`src/ilt_pkg.sv`:
```
package ilt_pkg;

  localparam int MAX_ENTRIES  = 64;
  localparam int WORD_BITS    = 32;
  localparam int POS_BITS     = 6;
  localparam int IN_WORD_BITS = 32;
  localparam int LEN_BITS     = 7;

  typedef enum logic [2:0] {
    CMD_GET    = 3'd0,
    CMD_SET    = 3'd1,
    CMD_INSERT = 3'd2,
    CMD_DELETE = 3'd3,
    CMD_SEARCH = 3'd4,
    CMD_CLEAR  = 3'd5
  } cmd_e;

  typedef enum logic [1:0] {
    ST_OK        = 2'd0,
    ST_BAD_INDEX = 2'd1,
    ST_FULL      = 2'd2,
    ST_EMPTY     = 2'd3
  } status_e;

  typedef struct packed {
    logic [2:0]                     cmd;
    logic [POS_BITS-1:0]            position;
    logic signed [IN_WORD_BITS-1:0] word_in;
  } ilt_in_t;

  typedef struct packed {
    logic signed [IN_WORD_BITS-1:0] word_out;
    logic                           found;
    logic [LEN_BITS-1:0]            length;
    logic [1:0]                     status;
  } ilt_out_t;

  // per-cycle command broadcast to the cell row, only for checked commands
  typedef struct packed {
    logic do_get;
    logic do_set;
    logic do_ins;
    logic do_del;
    logic do_srch;
  } ilt_ctrl_t;

endpackage

```
`src/ilt_cell.sv`:
```
module ilt_cell #(
  parameter int WORD_BITS = ilt_pkg::WORD_BITS,
  parameter int CNT_W     = 7,
  parameter int IDX       = 0
) (
  input  logic                        clk_i,
  input  logic                        rst_ni,
  input  ilt_pkg::ilt_ctrl_t          ctrl_i,
  input  logic [ilt_pkg::POS_BITS-1:0] pos_i,
  input  logic [CNT_W-1:0]            count_i,
  input  logic [WORD_BITS-1:0]        word_i,
  input  logic [WORD_BITS-1:0]        left_i,
  input  logic [WORD_BITS-1:0]        right_i,
  output logic [WORD_BITS-1:0]        entry_o,
  output logic [WORD_BITS-1:0]        rd_o,
  output logic                        match_o
);

  localparam int CMP_W = (CNT_W > ilt_pkg::POS_BITS) ? CNT_W : ilt_pkg::POS_BITS;
  localparam logic [CMP_W-1:0] MY_IDX = CMP_W'(IDX);

  logic [WORD_BITS-1:0] entry_q, entry_d;
  logic [WORD_BITS-1:0] rd_q, rd_d;
  logic                 match_q, match_d;
  logic [CMP_W-1:0]     pos_x, cnt_x;
  logic                 here, above, live;

  assign pos_x = CMP_W'(pos_i);
  assign cnt_x = CMP_W'(count_i);
  assign here  = (MY_IDX == pos_x);
  assign above = (MY_IDX > pos_x);
  assign live  = (MY_IDX < cnt_x);

  always_comb begin
    entry_d = entry_q;
    if ((ctrl_i.do_set || ctrl_i.do_ins) && here) begin
      entry_d = word_i;
    end else if (ctrl_i.do_ins && above) begin
      entry_d = left_i;
    end else if (ctrl_i.do_del && (above || here)) begin
      entry_d = right_i;
    end
  end

  // get and search look at contents before this command's update
  assign rd_d    = (ctrl_i.do_get && here) ? entry_q : '0;
  assign match_d = ctrl_i.do_srch && live && (entry_q == word_i);

  always_ff @(posedge clk_i) begin
    entry_q <= entry_d;
    rd_q    <= rd_d;
  end

  always_ff @(posedge clk_i or negedge rst_ni) begin
    if (!rst_ni) begin
      match_q <= 1'b0;
    end else begin
      match_q <= match_d;
    end
  end

  assign entry_o = entry_q;
  assign rd_o    = rd_q;
  assign match_o = match_q;

endmodule

```
`config.mk`:
```
export PLATFORM = sky130hd
export DESIGN_NAME = ilt_cell
export DESIGN_NICKNAME = d
export VERILOG_FILES = /design/src/ilt_pkg.sv /design/src/ilt_cell.sv
export SDC_FILE = /design/constraint.sdc
export NUM_CORES = 1
export LEC_CHECK = 0
export BUFFER_PORTS_ARGS = -buffer_cell sky130_fd_sc_hd__buf_4
export CAP_MARGIN = 20
export CORE_MARGIN = 4
export CORE_UTILIZATION = 45
export DETAILED_ROUTE_END_ITERATION = 10
export PLACE_DENSITY = 0.85
export SLEW_MARGIN = 10
export SYNTH_ARGS = -nofsm -noshare
export SYNTH_HDL_FRONTEND = slang
export SYNTH_SLANG_ARGS = --single-unit
```
`constraint.sdc`:
```
create_clock -name clk_i -period 2.9 [get_ports clk_i]
set_clock_uncertainty 0.05 [all_clocks]
set_input_delay 0.58 -clock clk_i [delete_from_list [all_inputs] [get_ports clk_i]]
set_output_delay 0.58 -clock clk_i [all_outputs]
set_load 0.005 [all_outputs]
```
# Yosys cells after proc, flatten, opt, wreduce, memory -nomap -nowiden
# Index checks and enable logic that the tools add are counted.
# Widths: inputs -> output; s select.
[classes]
magnitude_cmp = 2
n_eq_ne = 1
muxes = 3
reduce_logical = 10
[op_table]
columns = ["cell", "n"]
rows = [
  ["$mux 32", 3],
  ["$eq 32x32->1", 1],
  ["$logic_not 7->1", 1],
  ["$lt 1x7->1 const A", 1],
  ["$gt 1x6->1 const A", 1],
  ["$logic_and 1x1->1", 6],
  ["$reduce_bool 3->1", 1],
  ["$logic_or 1x1->1", 2],
]
[totals]
regBits = 65
inputBits = 116
output_inout_bits = 65

# Longest topological paths before layout
# Gate-level depths: netlist of the first run.
[depth]
word_depth = 6
mapped_depth = 5

# Least setup slack after synthesis of the first run
# No wires, ideal clock.
[synth_timing]
path_kind = "input -> register"
start = "input pos_i[1] in the netlist's numbering"
end = "register entry_q[0] (netlist: entry_o[0]) (enable)"
setup_time_ns = 0.394
arrival_ns = 2.444
path_slack_ns = 0.012
cell_stages = 4
path_buffers = 1
cell_sequence = "or4_4 -> nor3_4 -> clkbuf_1 -> o31a_1"
[synth_via]
elab_chain_cells = 4
elab_cells_between_ends = 7
cone_classes = "order compare: 1; reduce/logical: 6"
[synth_rtl]
columns = ["item", "line", "text"]
rows = [
  ["start: declaration", "ilt_cell.sv:9", "input logic [ilt_pkg::POS_BITS-1:0] pos_i,"],
  ["$gt 1x6->1 or $logic_not 7->1 (tied branches)", "ilt_cell.sv:31, ilt_cell.sv:30", ""],
  ["$logic_or 1x1->1", "ilt_cell.sv:40", "end else if (ctrl_i.do_del && (above || here)) begin"],
  ["$logic_and 1x1->1", "ilt_cell.sv:40", ""],
  ["$reduce_bool 3->1 (no line) (*)", "-", ""],
  ["end signal: assignment", "ilt_cell.sv:50", "entry_q <= entry_d;"],
  ["end: declaration", "ilt_cell.sv:22", "logic [WORD_BITS-1:0] entry_q, entry_d;"],
]
# Every way passes the cells marked *; elsewhere a longest branch is shown, timed or not.
# A chain may end at the register's enable or synchronous reset.

# Final worst setup path of the first run
[layout_timing]
start = "input pos_i[1] in the netlist's numbering"
end = "register entry_q[13] (netlist: entry_o[13]) (enable)"
# Same word-level chain as after synthesis.

==> results of run 1 <==
cell type report:
| type | count | share of cell area, % |
|---|---|---|
| tap | 75 | 2.27 |
| multi-input combinational | 115 | 26.3 |
| sequential | 65 | 39.3 |
| clock buffer | 12 | 3.50 |
| timing repair buffer | 152 | 27.9 |
| inverter | 3 | 0.272 |
| clock inverter | 4 | 0.483 |
synth_stat cells:
library cell | n | area (um^2)
and3_1 | 32 | 200
dfxtp_1 | 32 | 641
edfxtp_1 | 32 | 961
mux2_4 | 30 | 450
xor2_1 | 28 | 245
nor4_1 | 8 | 50.1
clkbuf_1 | 6 | 22.5
buf_6 | 3 | 33.8
inv_1 | 3 | 11.3
mux2_2 | 2 | 22.5
nand4_1 | 2 | 12.5
nor3_1 | 2 | 10.0
a211o_1 | 1 | 8.76
a21oi_1 | 1 | 5.00
a22oi_1 | 1 | 7.51
dfrtp_1 | 1 | 25.0
nand3_1 | 1 | 5.00
nor2_1 | 1 | 3.75
nor3_4 | 1 | 16.3
o21ai_2 | 1 | 8.76
o22ai_1 | 1 | 6.26
o31a_1 | 1 | 8.76
or4_4 | 1 | 11.3
xnor2_1 | 1 | 8.76
cell families (layout without fill, tap and decap cells):
logic type,after synthesis,in the layout,share of synthesized area (%)
buffers and inverters,12,171,2.43
and+or+nand+nor,48,48,11.1
AOI/OAI and AO/OA,6,6,1.62
xor gates and xnor gates,29,29,9.15
DFF,65,65,58.6
muxes,32,32,17.0
registers in the layout (all words and copies together) (netlist names):
| signal | cells |
|---|---|
| rd_o | 32 |
| entry_o | 32 |
| match_o | 1 |
report_power, final:
| group | switching [W] | internal [W] |
|---|---|---|
| registers | 0.00000463 | 0.000969 |
| logic | 0.0000631 | 0.000126 |
| clock network | 0.000323 | 0.000328 |
what timing repair did:
action | 4_1_cts | 5_1_grt
hold endpoints to repair | 1 | 0
setup endpoints to repair | 0 | 0
hold buffers | 1 | 0
stage by stage:
step	util [%]	instances
2_1_floorplan	-	192
5_1_grt	69.6	426
3_5_place_dp	66.6	409
4_1_cts	69.6	426
3_3_place_gp	66.6	409
6_report	69.6	426
worst max-delay path, stage by stage:
cell and delay, ps:
buf_4 110, or4_4 540, nor3_4 190, buf_4 350, o31a_2 240, buf_12 210
path summary, 6_finish.rpt:
path / cells after the start / to / slack, ps
worst min-delay path: 3 / match_o / 460
min in group asynchronous: 2 / match_o / 530
worst max register to register: 4 / match_o / 1190
max in group asynchronous: 2 / match_o / 2190
worst min register to register: 1 / rd_o[1] / 510
worst max-delay path: 6 / entry_o[13] / 630
per-layer routing:
layer	track usage [%]	wire [um]	vias up
li1	-	-	1008
met3	6.65	603	4
met2	36.0	3900	85
met4	3.82	28	0
met5	0	0	-
met1	23.9	2970	1045
==> results by group, run 1 <==
Yosys
  • Flops & latches, synth: 65
  • Yosys warnings: 0
  • Sequential area share after synthesis: 58.6%
  • Average size of a mapped cell: 14.5 um^2
  • Synth cell types: 24
  • Post-Syn Instances: 192
  • Synth Cell Area: 0.00278 mm^2
  • Syn Nets: 308

Routing
  • First DRT Iteration DRCs: 66
  • Detailed Route WL: 7500 um
  • Vias per std cell: 5.03
  • ANT nets after route: 0
  • Wire length per cell: 17.6 um
  • First-pass DRT Iterations: 4
  • Via count: 2142
  • Drt drc: 0

Power
  • Power Total: 0.00181 W
  • PwrDens: 438 mW/mm^2
  • Lkg Pwr: 2.06 nW
  • VDD IR max: 282 uV

Floorplan
  • DIE HEIGHT: 86.5 um
  • Top Ports: 181
  • Die area: 0.00749 mm^2
  • Initial Util: 46.6%
  • Row count: 28
  • Die width: 86.5 um
  • Core ar.: 0.00596 mm^2

Timing
  • Hold WS: 458 ps
  • Worst-margin pin slew: 603 ps
  • Pins Over Slew Limit: 0
  • Setup violations, final: 0
  • Slew headroom: 59.8%
  • Unrepaired setup endpoints after global routing: no
  • Max Clk Rate: 0.440 GHz
  • Final hold violations: 0
  • Tmin final: 2270 ps
  • Final setup margin: 629 ps
  • Aggregate negative setup slack: 0 ps
  • Period utilization: 78.3%

CTS
  • Total CTS buffers: 9
  • CTS tree: done
  • Post-CTS sizing: 0
  • Post CTS Setup Buffer Count: 0
  • Longest Clk Path Bufs: 2
  • CTS root buf: clkbuf_8
  • Worst skew pair latency: 330 ps
  • # H-tree levels: 3
  • CTS Sinks: 65
  • Clock-pin slew on the worst setup and hold paths: 70 ps

Critical path
  • Crit path max fanout: 33
  • CP startpoint: pos_i[1]
  • Worst endpoint data arrival time: 2240 ps
  • WP data required: 2870 ps
  • Setup crit start kind: input pin
  • Worst setup path class: in2reg
  • Worst r2r src: entry_o[29]
  • Crit end category: register

GRT
  • Vias in the first global route: 2267
  • Global-route wire length before repair: 11500 um
  • Grt ovf: 0
  • Largest net degree at the start of global routing: 34
  • Initial antenna violation count: 0
  • GR Util All Layers: 20.2%

Final layout
  • Commonest non-fill, non-tap cell in the layout: buf_4
  • Commonest cells after routing, fill and taps aside: buf_4, and3_1, edfxtp_1, dfxtp_1, mux2_4
  • FF/Latch Area: 0.00163 mm^2
  • Area of the multi-input gates: 0.00109 mm^2
  • Filler instances: 457
  • Finished Cell Area: 0.00414 mm^2
  • Fin nets: 462
  • Share of layout cells above drive strength 1: 57.3%
  • Area grow syn2layout: 49.3%
  • ANT cells: 0

Placed design
  • Post-DP HPWL: 5650 um
  • I/O Buffers: 148
  • DP Worst Slack: 286 ps
  • Placed cell areas: 0.00397 mm^2
  • Final Wtd Congestion: 0.725

Worst hold path
  • Hold_sp: ctrl_i[0]
  • HP Class: in2reg

Run
  • Max-Cap Viols: 0

Outcome
  • Status: finished, final reports clean
No activity file was read; power rests on OpenSTA's default activity.
==> run 2, diff against run 1 <==
--- a/config.mk
+++ b/config.mk
@@ -8,9 +8,9 @@
 export BUFFER_PORTS_ARGS = -buffer_cell sky130_fd_sc_hd__buf_4
 export CAP_MARGIN = 20
 export CORE_MARGIN = 4
-export CORE_UTILIZATION = 45
+export CORE_UTILIZATION = 38
 export DETAILED_ROUTE_END_ITERATION = 10
-export PLACE_DENSITY = 0.85
+export PLACE_DENSITY = 0.76
 export SLEW_MARGIN = 10
 export SYNTH_ARGS = -nofsm -noshare
 export SYNTH_HDL_FRONTEND = slang
==> constraint.sdc (replaced) <==
create_clock -name clk_i -period 2 [get_ports clk_i]
set_clock_uncertainty 0.05 [all_clocks]
set_input_delay 0.4 -clock clk_i [delete_from_list [all_inputs] [get_ports clk_i]]
set_output_delay 0.4 -clock clk_i [all_outputs]
set_load 0.005 [all_outputs]
==> results by group, run 2 (synthesis results as in run 1) <==
Outcome
  • Status: finished, final reports clean

Placed design
  • Final Wtd Congestion: 0.742
  • Placed cell areas: 0.00407 mm^2
  • I/O Buffers: 148
  • Post-DP HPWL: 6150 um

GRT
  • GR Util All Layers: 18.2%
  • Global-route wire length before repair: 11900 um
  • Vias in the first global route: 2301
  • Largest net degree at the start of global routing: 33
  • Grt ovf: 0
  • Initial antenna violation count: 0

Critical path
  • Worst path top cell family by delay: simple AND/OR/NAND/NOR gates
  • Max stage delay on crit path: 530 ps
  • Setup crit start kind: input pin
  • Worst setup path class: in2reg
  • Worst path bufs/invs: 2
  • Crit-path cells: buf_4 > or4_4 > nor3_4 > o21ai_4 > buf_12 > mux2_4
  • Slowest CP cell: or4_4
  • WP data required: 2030 ps
  • Crit path max fanout: 18
  • Worst endpoint data arrival time: 1890 ps
  • Crit end category: register

CTS
  • Worst skew pair latency: 320 ps
  • CTS tree: done
  • Longest Clk Path Bufs: 2
  • Clock-pin slew on the worst setup and hold paths: 70 ps
  • # H-tree levels: 3
  • Post CTS Setup Buffer Count: 0
  • CTS root buf: clkbuf_8
  • Total CTS buffers: 9
  • CTS Sinks: 65

Power
  • Lkg Pwr: 2.12 nW
  • PwrDens: 670 mW/mm^2
  • Power Total: 0.00288 W
  • VDD IR max: 344 uV

Floorplan
  • Initial Util: 40.0%
  • DIE HEIGHT: 93.5 um
  • Core ar.: 0.00694 mm^2
  • Row count: 30
  • Die area: 0.00873 mm^2
  • Top Ports: 181
  • Die width: 93.5 um

Routing
  • Detailed Route WL: 7910 um
  • Via count: 2160
  • Drt drc: 0
  • Vias per std cell: 4.79
  • First-pass DRT Iterations: 4
  • First DRT Iteration DRCs: 57
  • ANT nets after route: 0
  • Wire length per cell: 17.5 um

Run
  • Max-Cap Viols: 0

Timing
  • Slew headroom: 71.9%
  • Tmin final: 1870 ps
  • Aggregate negative setup slack: 0 ps
  • Worst-margin pin slew: 418 ps
  • Max Clk Rate: 0.536 GHz
  • Setup violations, final: 0
  • Final hold violations: 0
  • Unrepaired setup endpoints after global routing: no
  • Period utilization: 93.4%
  • Pins Over Slew Limit: 0

Final layout
  • Area grow syn2layout: 54.8%
  • Commonest non-fill, non-tap cell in the layout: buf_4
  • Share of layout cells above drive strength 1: 57.7%
  • Finished Cell Area: 0.00430 mm^2
  • Final core utilization: 61.9%
  • Commonest cells after routing, fill and taps aside: buf_4, and3_1, edfxtp_1, dfxtp_1, mux2_4
  • Fin nets: 466
  • Filler instances: 565
  • ANT cells: 0

Worst hold path
  • HP Class: in2reg
run 2: cell count changes in the layout (fill, tap and decap cells not counted):
cell | previous run | this run
buf_12 | 1 | 4
buf_4 | 150 | 151
bufinv_16 | 0 | 1
clkbuf_16 | 0 | 1
clkinv_2 | 4 | 0
clkinv_4 | 0 | 1
clkinvlp_4 | 0 | 1
o31a_2 | 1 | 0
o31a_4 | 0 | 1
run 2: timing repair:
action,CTS,global route
hold buffers,1,0
setup endpoints to repair,0,0
hold endpoints to repair,1,0
resized for setup,0,0
run 2: cell type report:
type,instances,area [um^2],share of cell area [%]
Clock buffer,13,170,3.96
Clock inverter,3,46.3,1.08
Inverter,3,11.3,0.262
Multi-Input combinational cell,115,1100,25.5
Sequential cell,65,1630,37.9
Tap cell,96,120,2.80
Timing Repair Buffer,156,1220,28.5
run 2: report_power, final:
group | internal, W | leakage (nW) | switching [W]
combinational | 0.000185 | 1.45 | 0.0000936
clock | 0.000690 | 0.105 | 0.000500
sequential | 0.00140 | 0.560 | 0.00000671
total | 0.00228 | 2.12 | 0.000600
run 2: layer usage:
layer / vias to the layer above / routed length [um] / global-route usage [%]
met2: 94 / 4110 / 31.8
met1: 1040 / 3160 / 20.9
met3: 6 / 556 / 6.52
li1: 1020 / - / -
met5: - / 0 / 0
met4: 0 / 82 / 5.01
run 2: metrics by stage:
step           instances  hold WS, ps  setup slack [ps]
3_5_place_dp         434          131              -191
3_3_place_gp         434          128              -185
6_report             451          292               133
4_1_cts              451          274               136
5_1_grt              451          265               127
2_1_floorplan        192         54.4             -64.9
run 2: worst paths after layout:
check | from | endpoint | slack [ps] | cells past startpoint
setup / recovery | pos_i[1] | entry_o[2] | 130 | 6
hold / removal | ctrl_i[0] | match_o | 290 | 3
setup reg to reg | entry_o[23] | match_o | 360 | 4
hold reg to reg | entry_o[30] | rd_o[30] | 510 | 1
max in group asynchronous | rst_ni | match_o | 1480 | 2
min in group asynchronous | rst_ni | match_o | 340 | 2
run 2: worst reg2reg max path: stages (launching register included):
cell	delay (ps)
edfxtp_1	430
xor2_1	190
nor4_1	420
nand4_1	180
nor4_1	260
